### config.mk
export PLATFORM = sky130hd
export DESIGN_NAME = doubly_linked_list_engine_unit_flat
export DESIGN_NICKNAME = d
export VERILOG_FILES = /design/src/sv/dlle_pkg.sv /design/src/sv/dlle_if.sv /design/src/sv/dlle_mem.sv /design/src/sv/dlle_ctrl.sv /design/src/sv/doubly_linked_list_engine_unit.sv /design/src/flat_wrapper.sv
export SDC_FILE = /design/constraint.sdc
export NUM_CORES = 2
export LEC_CHECK = 0
export ABC_AREA = 1
export CAP_MARGIN = 20
export CORE_AREA = 2 2 419 421
export CTS_CLUSTER_DIAMETER = 120
export DETAILED_ROUTE_END_ITERATION = 10
export DIE_AREA = 0 0 421 423
export DONT_BUFFER_PORTS = 1
export GPL_ROUTABILITY_DRIVEN = 0
export PLACE_DENSITY = 0.57
export SLEW_MARGIN = 10
export SYNTH_ARGS = -nofsm -noshare
export SYNTH_HDL_FRONTEND = slang
export SYNTH_HIERARCHICAL = 1
export SYNTH_SLANG_ARGS = --single-unit
### constraint.sdc
create_clock -name clock -period 11.2 [get_ports clock]
set_clock_uncertainty 0.05 [all_clocks]
set_input_delay 3.36 -clock clock [delete_from_list [all_inputs] [get_ports clock]]
set_output_delay 3.36 -clock clock [all_outputs]
set_load 0.01 [all_outputs]
### src/sv/dlle_pkg.sv
// dlle_pkg: shared types, codes and limits of the doubly linked list engine.
// Depends on nothing; every other file of the engine refers to it by scoped names.
package dlle_pkg;

   localparam int CAPACITY_DEFAULT = 32;
   localparam int RESULT_LIMIT     = 32;

   localparam int OPCODE_W = 2;
   localparam int VALUE_W  = 32;
   localparam int STATUS_W = 2;
   localparam int POS_W    = 5;
   localparam int COUNT_W  = 6;

   localparam logic [OPCODE_W-1:0] OP_ADD_TAIL = 2'd0;
   localparam logic [OPCODE_W-1:0] OP_ADD_HEAD = 2'd1;
   localparam logic [OPCODE_W-1:0] OP_DELETE   = 2'd2;
   localparam logic [OPCODE_W-1:0] OP_READ_OUT = 2'd3;

   localparam logic [STATUS_W-1:0] ST_OK        = 2'd0;
   localparam logic [STATUS_W-1:0] ST_FULL      = 2'd1;
   localparam logic [STATUS_W-1:0] ST_NOT_FOUND = 2'd2;
   localparam logic [STATUS_W-1:0] ST_EMPTY     = 2'd3;

   typedef logic signed [VALUE_W-1:0] value_type;

   // one result as it leaves the controller
   typedef struct packed {
      logic [STATUS_W-1:0] status;
      value_type           out_value;
      logic [POS_W-1:0]    position;
      logic                last;
      logic [COUNT_W-1:0]  entry_count;
   } rsp_payload_type;

   // memory port controls from the sequencer
   typedef struct packed {
      logic rd_en;
      logic wr_value;
      logic wr_next;
      logic wr_prev;
   } mem_ctl_type;

endpackage

### src/sv/dlle_if.sv
// dlle_req_if / dlle_rsp_if: valid/ready channels of the list engine.
// Depends on dlle_pkg for payload types.
interface dlle_req_if;
   logic                                 valid;
   logic                                 ready;
   logic [dlle_pkg::OPCODE_W-1:0]        opcode;
   dlle_pkg::value_type                  item_value;

   modport source (output valid, output opcode, output item_value, input ready);
   modport sink   (input valid, input opcode, input item_value, output ready);
endinterface

interface dlle_rsp_if;
   logic                                 valid;
   logic                                 ready;
   logic [dlle_pkg::STATUS_W-1:0]        status;
   dlle_pkg::value_type                  out_value;
   logic [dlle_pkg::POS_W-1:0]           position;
   logic                                 last;
   logic [dlle_pkg::COUNT_W-1:0]         entry_count;

   modport source (output valid, output status, output out_value, output position,
                   output last, output entry_count, input ready);
   modport sink   (input valid, input status, input out_value, input position,
                   input last, input entry_count, output ready);
endinterface

### src/sv/dlle_mem.sv
// dlle_mem: slot memory (value, next link, previous link), one read, one write port.
// Depends on dlle_pkg; read data is registered.
module dlle_mem #(
   parameter int  CAPACITY = dlle_pkg::CAPACITY_DEFAULT,
   localparam int SW = (CAPACITY > 1) ? $clog2(CAPACITY) : 1,
   localparam int IW = $clog2(CAPACITY + 1)
) (
   input  logic                  clock,
   input  dlle_pkg::mem_ctl_type ctl,
   input  logic [SW-1:0]         rd_addr,
   input  logic [SW-1:0]         wr_addr,
   input  dlle_pkg::value_type   wr_value_data,
   input  logic [IW-1:0]         wr_next_data,
   input  logic [IW-1:0]         wr_prev_data,
   output dlle_pkg::value_type   rd_value,
   output logic [IW-1:0]         rd_next,
   output logic [IW-1:0]         rd_prev
);

   dlle_pkg::value_type value_mem [CAPACITY];
   logic [IW-1:0]       next_mem  [CAPACITY];
   logic [IW-1:0]       prev_mem  [CAPACITY];

   dlle_pkg::value_type rd_value_ff;
   logic [IW-1:0]       rd_next_ff;
   logic [IW-1:0]       rd_prev_ff;

   always_ff @(posedge clock) begin
      if (ctl.wr_value) begin
         value_mem[wr_addr] <= wr_value_data;
      end
      if (ctl.wr_next) begin
         next_mem[wr_addr] <= wr_next_data;
      end
      if (ctl.wr_prev) begin
         prev_mem[wr_addr] <= wr_prev_data;
      end
   end

   // read data holds while no read is issued (output stall)
   always_ff @(posedge clock) begin
      if (ctl.rd_en) begin
         rd_value_ff <= value_mem[rd_addr];
         rd_next_ff  <= next_mem[rd_addr];
         rd_prev_ff  <= prev_mem[rd_addr];
      end
   end

   assign rd_value = rd_value_ff;
   assign rd_next  = rd_next_ff;
   assign rd_prev  = rd_prev_ff;

endmodule

### src/sv/dlle_ctrl.sv
// dlle_ctrl: list sequencer - head/tail/count, slot usage, link updates and walks.
// Depends on dlle_pkg; drives dlle_mem and hands results to the output register.
module dlle_ctrl #(
   parameter int  CAPACITY = dlle_pkg::CAPACITY_DEFAULT,
   localparam int SW = (CAPACITY > 1) ? $clog2(CAPACITY) : 1,
   localparam int IW = $clog2(CAPACITY + 1),
   localparam int CW = $clog2(CAPACITY + 1)
) (
   input  logic                          clock,
   input  logic                          reset,
   input  logic                          req_valid,
   output logic                          req_ready,
   input  logic [dlle_pkg::OPCODE_W-1:0] req_opcode,
   input  dlle_pkg::value_type           req_value,
   input  logic                          can_load,
   output logic                          emit,
   output dlle_pkg::rsp_payload_type     emit_payload,
   output dlle_pkg::mem_ctl_type         mem_ctl,
   output logic [SW-1:0]                 mem_rd_addr,
   output logic [SW-1:0]                 mem_wr_addr,
   output dlle_pkg::value_type           mem_wr_value,
   output logic [IW-1:0]                 mem_wr_next,
   output logic [IW-1:0]                 mem_wr_prev,
   input  dlle_pkg::value_type           mem_rd_value,
   input  logic [IW-1:0]                 mem_rd_next,
   input  logic [IW-1:0]                 mem_rd_prev
);

   localparam logic [IW-1:0] LINK_NONE = IW'(CAPACITY);

   localparam logic [2:0] S_IDLE     = 3'd0;
   localparam logic [2:0] S_ADD_LINK = 3'd1;
   localparam logic [2:0] S_SCAN     = 3'd2;
   localparam logic [2:0] S_FIX_NEXT = 3'd3;
   localparam logic [2:0] S_FIX_PREV = 3'd4;
   localparam logic [2:0] S_READ     = 3'd5;
   localparam logic [2:0] S_RESP     = 3'd6;

   logic [2:0]                    state_ff, state_in;
   logic [dlle_pkg::OPCODE_W-1:0] op_ff, op_in;
   dlle_pkg::value_type           val_ff, val_in;
   logic [dlle_pkg::STATUS_W-1:0] status_ff, status_in;
   logic [IW-1:0]                 head_ff, head_in;
   logic [IW-1:0]                 tail_ff, tail_in;
   logic [CW-1:0]                 count_ff, count_in;
   logic [CAPACITY-1:0]           used_ff, used_in;
   logic [IW-1:0]                 slot_ff, slot_in;
   logic [IW-1:0]                 cur_ff, cur_in;
   logic [IW-1:0]                 plink_ff, plink_in;
   logic [IW-1:0]                 nlink_ff, nlink_in;
   logic [5:0]                    k_ff, k_in;

   logic          free_found;
   logic [SW-1:0] free_slot;
   logic          list_empty;
   logic          rd_fin;

   function automatic logic link_ok(input logic [IW-1:0] idx);
      link_ok = (idx < LINK_NONE);
   endfunction

   // lowest free slot
   always_comb begin
      free_found = 1'b0;
      free_slot  = '0;
      for (int i = CAPACITY - 1; i >= 0; i--) begin
         if (!used_ff[i]) begin
            free_found = 1'b1;
            free_slot  = SW'(i);
         end
      end
   end

   assign list_empty = !link_ok(head_ff);
   assign rd_fin     = !link_ok(mem_rd_next)
                       || (k_ff == 6'(dlle_pkg::RESULT_LIMIT - 1))
                       || (k_ff == 6'(CAPACITY - 1));
   assign req_ready  = (state_ff == S_IDLE);

   always_comb begin
      state_in  = state_ff;
      op_in     = op_ff;
      val_in    = val_ff;
      status_in = status_ff;
      head_in   = head_ff;
      tail_in   = tail_ff;
      count_in  = count_ff;
      used_in   = used_ff;
      slot_in   = slot_ff;
      cur_in    = cur_ff;
      plink_in  = plink_ff;
      nlink_in  = nlink_ff;
      k_in      = k_ff;

      mem_ctl      = '0;
      mem_rd_addr  = '0;
      mem_wr_addr  = '0;
      mem_wr_value = val_ff;
      mem_wr_next  = LINK_NONE;
      mem_wr_prev  = LINK_NONE;

      emit         = 1'b0;
      emit_payload = '{status: status_ff, out_value: val_ff, position: '0,
                       last: 1'b1, entry_count: dlle_pkg::COUNT_W'(count_ff)};

      case (state_ff)
         S_IDLE: begin
            if (req_valid) begin
               op_in  = req_opcode;
               val_in = req_value;
               case (req_opcode)
                  dlle_pkg::OP_ADD_TAIL, dlle_pkg::OP_ADD_HEAD: begin
                     if (!free_found) begin
                        status_in = dlle_pkg::ST_FULL;
                        state_in  = S_RESP;
                     end else begin
                        mem_ctl.wr_value = 1'b1;
                        mem_ctl.wr_next  = 1'b1;
                        mem_ctl.wr_prev  = 1'b1;
                        mem_wr_addr      = free_slot;
                        mem_wr_value     = req_value;
                        if (!list_empty && req_opcode == dlle_pkg::OP_ADD_HEAD) begin
                           mem_wr_next = head_ff;
                        end
                        if (!list_empty && req_opcode == dlle_pkg::OP_ADD_TAIL) begin
                           mem_wr_prev = tail_ff;
                        end
                        used_in[free_slot] = 1'b1;
                        slot_in            = IW'(free_slot);
                        status_in          = dlle_pkg::ST_OK;
                        if (list_empty) begin
                           head_in  = IW'(free_slot);
                           tail_in  = IW'(free_slot);
                           count_in = count_ff + 1'b1;
                           state_in = S_RESP;
                        end else begin
                           state_in = S_ADD_LINK;
                        end
                     end
                  end
                  dlle_pkg::OP_DELETE: begin
                     if (list_empty) begin
                        status_in = dlle_pkg::ST_EMPTY;
                        state_in  = S_RESP;
                     end else begin
                        mem_ctl.rd_en = 1'b1;
                        mem_rd_addr   = head_ff[SW-1:0];
                        cur_in        = head_ff;
                        state_in      = S_SCAN;
                     end
                  end
                  default: begin
                     if (list_empty) begin
                        status_in = dlle_pkg::ST_EMPTY;
                        val_in    = '0;
                        state_in  = S_RESP;
                     end else begin
                        mem_ctl.rd_en = 1'b1;
                        mem_rd_addr   = head_ff[SW-1:0];
                        k_in          = '0;
                        state_in      = S_READ;
                     end
                  end
               endcase
            end
         end

         S_ADD_LINK: begin
            if (op_ff == dlle_pkg::OP_ADD_TAIL) begin
               mem_ctl.wr_next = 1'b1;
               mem_wr_addr     = tail_ff[SW-1:0];
               mem_wr_next     = slot_ff;
               tail_in         = slot_ff;
            end else begin
               mem_ctl.wr_prev = 1'b1;
               mem_wr_addr     = head_ff[SW-1:0];
               mem_wr_prev     = slot_ff;
               head_in         = slot_ff;
            end
            count_in = count_ff + 1'b1;
            state_in = S_RESP;
         end

         S_SCAN: begin
            if (mem_rd_value == val_ff) begin
               plink_in                 = mem_rd_prev;
               nlink_in                 = mem_rd_next;
               used_in[cur_ff[SW-1:0]]  = 1'b0;
               count_in                 = count_ff - 1'b1;
               state_in                 = S_FIX_NEXT;
            end else if (link_ok(mem_rd_next)) begin
               mem_ctl.rd_en = 1'b1;
               mem_rd_addr   = mem_rd_next[SW-1:0];
               cur_in        = mem_rd_next;
            end else begin
               status_in = dlle_pkg::ST_NOT_FOUND;
               state_in  = S_RESP;
            end
         end

         S_FIX_NEXT: begin
            if (link_ok(plink_ff)) begin
               mem_ctl.wr_next = 1'b1;
               mem_wr_addr     = plink_ff[SW-1:0];
               mem_wr_next     = nlink_ff;
            end else begin
               head_in = nlink_ff;
            end
            state_in = S_FIX_PREV;
         end

         S_FIX_PREV: begin
            if (link_ok(nlink_ff)) begin
               mem_ctl.wr_prev = 1'b1;
               mem_wr_addr     = nlink_ff[SW-1:0];
               mem_wr_prev     = plink_ff;
            end else begin
               tail_in = plink_ff;
            end
            status_in = dlle_pkg::ST_OK;
            state_in  = S_RESP;
         end

         S_READ: begin
            if (can_load) begin
               emit         = 1'b1;
               emit_payload = '{status: dlle_pkg::ST_OK, out_value: mem_rd_value,
                                position: dlle_pkg::POS_W'(k_ff), last: rd_fin,
                                entry_count: dlle_pkg::COUNT_W'(count_ff)};
               if (rd_fin) begin
                  state_in = S_IDLE;
               end else begin
                  mem_ctl.rd_en = 1'b1;
                  mem_rd_addr   = mem_rd_next[SW-1:0];
                  k_in          = k_ff + 1'b1;
               end
            end
         end

         S_RESP: begin
            if (can_load) begin
               emit     = 1'b1;
               state_in = S_IDLE;
            end
         end

         default: begin
            state_in = S_IDLE;
         end
      endcase
   end

   always_ff @(posedge clock) begin
      if (reset) begin
         state_ff <= S_IDLE;
         head_ff  <= LINK_NONE;
         tail_ff  <= LINK_NONE;
         count_ff <= '0;
         used_ff  <= '0;
      end else begin
         state_ff <= state_in;
         head_ff  <= head_in;
         tail_ff  <= tail_in;
         count_ff <= count_in;
         used_ff  <= used_in;
      end
   end

   always_ff @(posedge clock) begin
      op_ff     <= op_in;
      val_ff    <= val_in;
      status_ff <= status_in;
      slot_ff   <= slot_in;
      cur_ff    <= cur_in;
      plink_ff  <= plink_in;
      nlink_ff  <= nlink_in;
      k_ff      <= k_in;
   end

endmodule

### src/sv/doubly_linked_list_engine_unit.sv
// Bounded doubly linked list engine: add at tail/head, delete first match, read out.
// Depends on dlle_pkg, dlle_if, dlle_mem and dlle_ctrl.
//
// Channels: req_ch takes one request (opcode, item_value); rsp_ch returns the results.
// Add and delete answer with one result; read out answers with one result per entry
// (at most 32), in list order, position counting from 0; the final result of every
// request carries last = 1. An empty read out gives one result with status empty.
// Slots, links and values live in dlle_mem (one read, one write port, registered read).
// One request is worked on at a time; req_ch.ready is high only while idle.
// Steps: an add writes the new slot; with a non-empty list it then patches the neighbor
// link in S_ADD_LINK. A delete reads entries from the head in S_SCAN until one matches,
// fixes the links in S_FIX_NEXT and S_FIX_PREV; one that finds no match stops at the tail.
// Each request then answers from S_RESP; a read out instead loads one entry per cycle from
// S_READ while the result register can take a new result.
// Results go through one output register; when the receiver holds rsp_ch.ready low,
// the walk simply pauses with the memory read data held, nothing is dropped.
// Reset (synchronous, active high) empties the list: head/tail to null, count zero,
// every slot free. Memory contents are not cleared, nor need they be.
module doubly_linked_list_engine_unit #(
   parameter int CAPACITY = dlle_pkg::CAPACITY_DEFAULT
) (
   input  logic       clock,
   input  logic       reset,
   dlle_req_if.sink   req_ch,
   dlle_rsp_if.source rsp_ch
);

   localparam int SW = (CAPACITY > 1) ? $clog2(CAPACITY) : 1;
   localparam int IW = $clog2(CAPACITY + 1);

   dlle_pkg::mem_ctl_type     mem_ctl;
   logic [SW-1:0]             mem_rd_addr;
   logic [SW-1:0]             mem_wr_addr;
   dlle_pkg::value_type       mem_wr_value;
   logic [IW-1:0]             mem_wr_next;
   logic [IW-1:0]             mem_wr_prev;
   dlle_pkg::value_type       mem_rd_value;
   logic [IW-1:0]             mem_rd_next;
   logic [IW-1:0]             mem_rd_prev;

   logic                      emit;
   logic                      can_load;
   dlle_pkg::rsp_payload_type emit_payload;

   // output register
   logic                      rsp_valid_ff, rsp_valid_in;
   dlle_pkg::rsp_payload_type rsp_data_ff;

   // free to take a new result when empty or being drained this cycle
   assign can_load = !rsp_valid_ff || rsp_ch.ready;

   dlle_ctrl #(.CAPACITY(CAPACITY)) u_ctrl (
      .clock        (clock),
      .reset        (reset),
      .req_valid    (req_ch.valid),
      .req_ready    (req_ch.ready),
      .req_opcode   (req_ch.opcode),
      .req_value    (req_ch.item_value),
      .can_load     (can_load),
      .emit         (emit),
      .emit_payload (emit_payload),
      .mem_ctl      (mem_ctl),
      .mem_rd_addr  (mem_rd_addr),
      .mem_wr_addr  (mem_wr_addr),
      .mem_wr_value (mem_wr_value),
      .mem_wr_next  (mem_wr_next),
      .mem_wr_prev  (mem_wr_prev),
      .mem_rd_value (mem_rd_value),
      .mem_rd_next  (mem_rd_next),
      .mem_rd_prev  (mem_rd_prev)
   );

   dlle_mem #(.CAPACITY(CAPACITY)) u_mem (
      .clock         (clock),
      .ctl           (mem_ctl),
      .rd_addr       (mem_rd_addr),
      .wr_addr       (mem_wr_addr),
      .wr_value_data (mem_wr_value),
      .wr_next_data  (mem_wr_next),
      .wr_prev_data  (mem_wr_prev),
      .rd_value      (mem_rd_value),
      .rd_next       (mem_rd_next),
      .rd_prev       (mem_rd_prev)
   );

   always_comb begin
      rsp_valid_in = rsp_valid_ff;
      if (emit) begin
         rsp_valid_in = 1'b1;
      end else if (rsp_ch.ready) begin
         rsp_valid_in = 1'b0;
      end
   end

   always_ff @(posedge clock) begin
      if (reset) begin
         rsp_valid_ff <= 1'b0;
      end else begin
         rsp_valid_ff <= rsp_valid_in;
      end
   end

   always_ff @(posedge clock) begin
      if (emit) begin
         rsp_data_ff <= emit_payload;
      end
   end

   assign rsp_ch.valid       = rsp_valid_ff;
   assign rsp_ch.status      = rsp_data_ff.status;
   assign rsp_ch.out_value   = rsp_data_ff.out_value;
   assign rsp_ch.position    = rsp_data_ff.position;
   assign rsp_ch.last        = rsp_data_ff.last;
   assign rsp_ch.entry_count = rsp_data_ff.entry_count;

endmodule

### src/flat_wrapper.sv
// flat-port wrapper written by rule: the top's interface ports become plain ports
module doubly_linked_list_engine_unit_flat 
#(
   parameter int CAPACITY = dlle_pkg::CAPACITY_DEFAULT
)
  (clock, reset, req_ch_valid, req_ch_opcode, req_ch_item_value, req_ch_ready, rsp_ch_valid, rsp_ch_status, rsp_ch_out_value, rsp_ch_position, rsp_ch_last, rsp_ch_entry_count, rsp_ch_ready);
  dlle_req_if req_ch_i ();
  dlle_rsp_if rsp_ch_i ();
  input  logic clock;
  input  logic reset;
  input wire logic [$bits(req_ch_i.valid)-1:0] req_ch_valid;
  input wire logic [$bits(req_ch_i.opcode)-1:0] req_ch_opcode;
  input wire logic [$bits(req_ch_i.item_value)-1:0] req_ch_item_value;
  output wire logic [$bits(req_ch_i.ready)-1:0] req_ch_ready;
  output wire logic [$bits(rsp_ch_i.valid)-1:0] rsp_ch_valid;
  output wire logic [$bits(rsp_ch_i.status)-1:0] rsp_ch_status;
  output wire logic [$bits(rsp_ch_i.out_value)-1:0] rsp_ch_out_value;
  output wire logic [$bits(rsp_ch_i.position)-1:0] rsp_ch_position;
  output wire logic [$bits(rsp_ch_i.last)-1:0] rsp_ch_last;
  output wire logic [$bits(rsp_ch_i.entry_count)-1:0] rsp_ch_entry_count;
  input wire logic [$bits(rsp_ch_i.ready)-1:0] rsp_ch_ready;
  assign req_ch_i.valid = req_ch_valid;
  assign req_ch_i.opcode = req_ch_opcode;
  assign req_ch_i.item_value = req_ch_item_value;
  assign req_ch_ready = req_ch_i.ready;
  assign rsp_ch_valid = rsp_ch_i.valid;
  assign rsp_ch_status = rsp_ch_i.status;
  assign rsp_ch_out_value = rsp_ch_i.out_value;
  assign rsp_ch_position = rsp_ch_i.position;
  assign rsp_ch_last = rsp_ch_i.last;
  assign rsp_ch_entry_count = rsp_ch_i.entry_count;
  assign rsp_ch_i.ready = rsp_ch_ready;
  doubly_linked_list_engine_unit #(.CAPACITY(CAPACITY)) u_core (.clock(clock), .reset(reset), .req_ch(req_ch_i), .rsp_ch(rsp_ch_i));
endmodule
# --- Word level (Yosys, flattened, before mapping) ---
# Memory sizes are Yosys's and may differ from the RTL's. A register that Yosys moved wholly into a read port is not among the register bits.
# Cells that the tools add are included.
totals:
  register_bits: 164
  ramBits: 1408
  in_bits: 38
  output_inout_bits: 48
  memories: 3
memory_table:
  columns: ["memory", "words", "word_bits", "read_ports", "rd_clocked_by_memory_dff", "write_ports", "line_no", "rtl"]
  rows:
  - ["u_core.u_mem.value_mem", 32, 32, 1, 1, 1, "dlle_mem.sv:20", "dlle_pkg::value_type value_mem [CAPACITY];"]
  - ["u_core.u_mem.next_mem", 32, 6, 1, 1, 1, "dlle_mem.sv:21", "logic [IW-1:0] next_mem [CAPACITY];"]
  - ["u_core.u_mem.prev_mem", 32, 6, 1, 1, 1, "dlle_mem.sv:22", "logic [IW-1:0] prev_mem [CAPACITY];"]
op_classes:
  addsub: 3
  n_lt_le_gt_ge: 8
  n_eq_ne: 31
  n_mux: 184
  bitwise: 3
  n_reduce_logical: 35
op_table:
  columns: ["op", "n"]
  rows:
  - ["$mux W32", 10]
  - ["$mux W5", 50]
  - ["$mux W6", 30]
  - ["$mux W46", 2]
  - ["$pmux W6 S3", 5]
  - ["$pmux W32 S2", 1]
  - ["$mux W1", 56]
  - ["$mux W3", 11]
  - ["$and A32 B32 Y32", 1]
  - ["$eq A32 B32 Y1", 1]
  - ["$not A32 Y32", 1]
  - ["$or A32 B32 Y32", 1]
  - ["$ne A2 B2 Y1 const B", 13]
  - ["$lt A6 B6 Y1 const B", 4]
  - ["$pmux W5 S4", 1]
  - ["$pmux W3 S6", 1]
  - ["$reduce_and A6 Y1", 3]
  - ["$pmux W5 S3", 1]
  - ["$reduce_and A5 Y1", 3]
  - ["$reduce_and A7 Y1", 2]
  - ["$add A6 B1 Y6 const B", 2]
  - ["$lt A5 B6 Y1 const B", 2]
  - ["$mux W2", 6]
  - ["$ne A2 B1 Y1 const B", 6]
  - ["other kinds (28)", 51]

# --- Longest topological paths before layout ---
logic_depth:
  word_depth: 41
  mapped_depth: 38
  depth_no_buf: 37

# --- Modules after synthesis ---
# The synthesis kept the hierarchy.
modules_own_cells:
  columns: ["mod", "n_inst", "cells_per_inst", "area_each_um2"]
  rows:
  - ["dlle_mem", 1, 4947, 58491.1]
  - ["dlle_ctrl", 1, 1069, 7434.6]
  - ["doubly_linked_list_engine_unit", 1, 51, 1423.9]

# --- Least setup slack after synthesis ---
# Ideal clock, no wire load.
synth_timing:
  path_type: "input port to flip-flop"
  start: "in req_ch_valid"
  end: "mem u_core/u_mem/value_mem[14][0] (netlist bit) (enable)"
  setup_time_ns: 0.461
  arrival_time_ns: 8.571
  t_required_ns: 10.689
  slack_ns: 2.118
  cell_stages: 8
  n_path_buf: 2
  path_cell_list: "inv_1 nor2_1 nand2_1 clkbuf_1 o21ai_0 nand3_1 clkbuf_1 nor3_1"
synth_via:
  word_cells_on_any_way: 6
  cone_classes: "6 x mux"
synth_lines:
  columns: ["element", "line_no", "rtl"]
  rows:
  - ["start: declaration", "flat_wrapper.sv:11", "input wire logic [$bits(req_ch_i.valid)-1:0] req_ch_valid;"]
  - ["$mux W5", "dlle_ctrl.sv:108", "if (req_valid) begin"]
  - ["$pmux W5 S4", "dlle_ctrl.sv:106", "case (state_ff)"]
  - ["named net u_core.mem_wr_addr[2]", "doubly_linked_list_engine_unit.sv:33", "logic [SW-1:0] mem_wr_addr;"]
  - ["end: declaration", "dlle_mem.sv:20", null]
# The timed path passes the listed nets, and every way through them passes these cells.

# --- Worst setup path in the final report ---
layout_timing:
  start: "in req_ch_opcode[1]"
  end: "mem u_core/u_mem/value_mem[14][21] (netlist bit) (enable)"
layout_via:
  word_cells_on_any_way: 11
  cone_classes: "1 x eq/ne; 8 x mux; 2 x reduce/logical"
layout_lines:
  columns: ["element", "line_no", "rtl"]
  rows:
  - ["start: declaration", "flat_wrapper.sv:12", "input wire logic [$bits(req_ch_i.opcode)-1:0] req_ch_opcode;"]
  - ["$eq A2 B1 Y1 or $logic_not A2 Y1 (tied branches)", "dlle_ctrl.sv:111", "case (req_opcode)"]
  - ["$reduce_or A2 Y1 *", "dlle_ctrl.sv:111", null]
  - ["$mux W5 *", "dlle_ctrl.sv:111", null]
  - ["$mux W5 *", "dlle_ctrl.sv:108", null]
  - ["$pmux W5 S4 *", "dlle_ctrl.sv:106", null]
  - ["named net u_core.mem_wr_addr[2]", "doubly_linked_list_engine_unit.sv:33", null]
# Mark *: on every way through the listed nets, which the timed path passes. The rest lies on a longest branch.

==> results.ini <==
[yosys]
synth-seq-area-share = 0.712
synth_enable_flop_cells = 1562
ys.flop_type = edfxtp_1
synth_area_um2 = 67300
avgSynthCellArea_um2 = 11.1
yosys_warnings = 6
synth_top_area_share = 0.696
synth.most_common_cell = nand2_1
ys_ff_latch = 1616
synth_cell_types = 48
syn_nets = 6111
synthTopCellsByArea = edfxtp_1, nand2_1, nand3_1, dfxtp_1, buf_2
yosys.area.top_type = edfxtp_1
yosys-top-cells-count = nand2_1, edfxtp_1, nand3_1
ys_async_sr_fraction = 0
syn_inst = 6067

[worst_setup_path]
timing.rr.end = u_core/u_mem/rd_prev[4]
worstPathArrival_ps = 6830
critPathKind = in -> reg
cp-endpoint = u_core/u_mem/value_mem[14][21]
critPathLaunch = req_ch_opcode[1]
r2r_setup_slack_ps = 5520
r2r_start = u_core/u_ctrl/state_ff[1]
cp.required_ps = 11580
crit_fanout = 32
crit_path_end_kind = register
cp-start-kind = input port
r2r_cells = 16

[clocking]
cts-hold-fix-buffers = 0
post-cts-setup-buffers = 0
cts_root_buffer = clkbuf_16
cts_resized = 0
insertion_delay_ps = 800
cts.sinks = 1616
cts-buffers-inserted = 159
cts.path.max_buffers = 3
clkTransAtPathRegs_ps = 60
h-tree-depth = 4
cts_tree = built

[sta]
slew_headroom = 0.225
slew_violations = 0
min_period_over_period = 0.576
hold_ws_ps = 370
setup_tns_ps = 0
rsz0062_at_grt = false
max_clock_freq_mhz = 155
finalHoldViolCount = 0
setup_violations = 0
layout_min_cycle_time_ps = 6450
worst_pin_slew_ps = 1160

[global_route]
grtUsageTotal = 0.209
grt_pass1_vias = 42500
grt_pass1_wl_um = 281000
antenna_found_initial = 8
grt_max_degree = 196
globalRouteOverflowTotal = 0

[run_status]
status = completed

[routing]
routed_wl_um = 191000
ant_nets = 0
first_pass_iters = 6
vias_per_cell = 5.36
drt-initial-drc-count = 5349
vias = 45300
wl_per_cell_um = 22.6
drc_errors = 0

[placement]
numPortBuffers = 0
place_inst = 8146
dp_hpwl_um = 99100

[floorplan]
coreArea_um2 = 173000
die_x_um = 421
die_area_um2 = 178000
fp.dieH_um = 423
rows = 153
initial_utilization = 0.389
ios = 86

[cells_and_area]
fin_cells = 8438
area_growth_syn_to_layout_pct = 11.6
nNetsFinal = 6038
drive_above_1_share = 0.0691

[pwr]
pwr_density_cell_nw_per_um2 = 216
peakVddDrop_mv = 0.180
power.leakage_nw = 26.8
fin_total_pwr_mw = 16.2

[flow_run]
maxCapViolations = 0

[worst_hold_path]
hp-class = reg -> reg
hp-start = u_core/u_mem/rd_prev[1]

-- power by group --
| group | internal [mW] | switching, mW |
|---|---|---|
| Combinational | 0.819 | 2.57 |
| Sequential | 7.40 | 0.208 |
| Clock | 3.00 | 2.23 |
-- through the flow --
| stage | cell area, um^2 | util | setup slack (ps) |
|---|---|---|---|
| after floorplan | 67300 | - | 2120 |
| after global placement | 69900 | 0.403 | 4120 |
| after detailed placement | 69900 | 0.404 | 4050 |
| after CTS | 75000 | 0.433 | 4910 |
| after global routing | 75200 | 0.434 | 4640 |
| final | 75200 | 0.434 | 4750 |
-- cells in the final DEF (no fill, tap or decap), types with 26 or more instances in the layout --
cell       count
clkbuf_16    168
clkinv_1      43
inv_1        168
edfxtp_1    1562
nor2_4        26
a21oi_1       74
nor2_1       121
clkbuf_1      29
dfxtp_1       54
o21ai_0       87
nor3_1        38
buf_4         85
nand2_1     2322
nand3_1     1101
-- state kept, by name, indices dropped and copies added (netlist names), 32 cells and up --
name / count
u_core/u_mem/value_mem: 1024
u_core/rsp_ch.out_value: 32
u_core/u_mem/next_mem: 192
u_core/u_mem/prev_mem: 192
u_core/u_ctrl/val_ff: 32
u_core/u_ctrl/used_ff: 32
u_core/u_mem/rd_value: 32
-- critical path, stage by stage --
cell     delay, ps
inv_1           90
nand2_1         80
inv_1          110
nand2_1        370
o21ai_0        760
nand3_1        980
nor3_2         380
buf_4          630
-- cell type report --
class / count / area, um^2
Fill cell: 15900 / 98100
Sequential cell: 1616 / 48000
Multi-Input combinational cell: 3927 / 17500
Clock buffer: 199 / 4340
Tap cell: 2325 / 2910
Timing Repair Buffer: 109 / 1100
Inverter: 181 / 702
Clock inverter: 78 / 679
Antenna cell: 3 / 7.51
-- per-layer routing --
metal,share of wire,wire length [um],vias up,global-route usage
met1,0.43,82000,22300,0.294
met3,0.081,15400,269,0.0355
met5,0.000037,7,-,0
met2,0.47,89300,1875,0.339
li1,-,-,20800,-
met4,0.020,3840,2,0.0517
-- cells by family after synthesis --
kind of cell | synth area share
AND/OR/NAND/NOR | 0.228
adder cells (fa/ha/maj) | 0.00123
AO/OA/AOI/OAI | 0.0193
flip-flops | 0.712
XOR/XNOR | 0.00299
buffers and inverters | 0.0356
-- worst min path at each step --
stage | endpoint | slack [ps] | cells after the start
2_1_floorplan | u_core/u_ctrl/plink_ff[0] | 350 | 0
3_3_place_gp | u_core/u_ctrl/plink_ff[4] | 350 | 0
3_5_place_dp | u_core/u_ctrl/plink_ff[4] | 360 | 0
4_1_cts | u_core/u_ctrl/plink_ff[1] | 370 | 0
5_1_grt | u_core/u_ctrl/plink_ff[1] | 380 | 0
6_report | u_core/u_ctrl/plink_ff[1] | 370 | 0
Power figures use the tool's default switching activity.
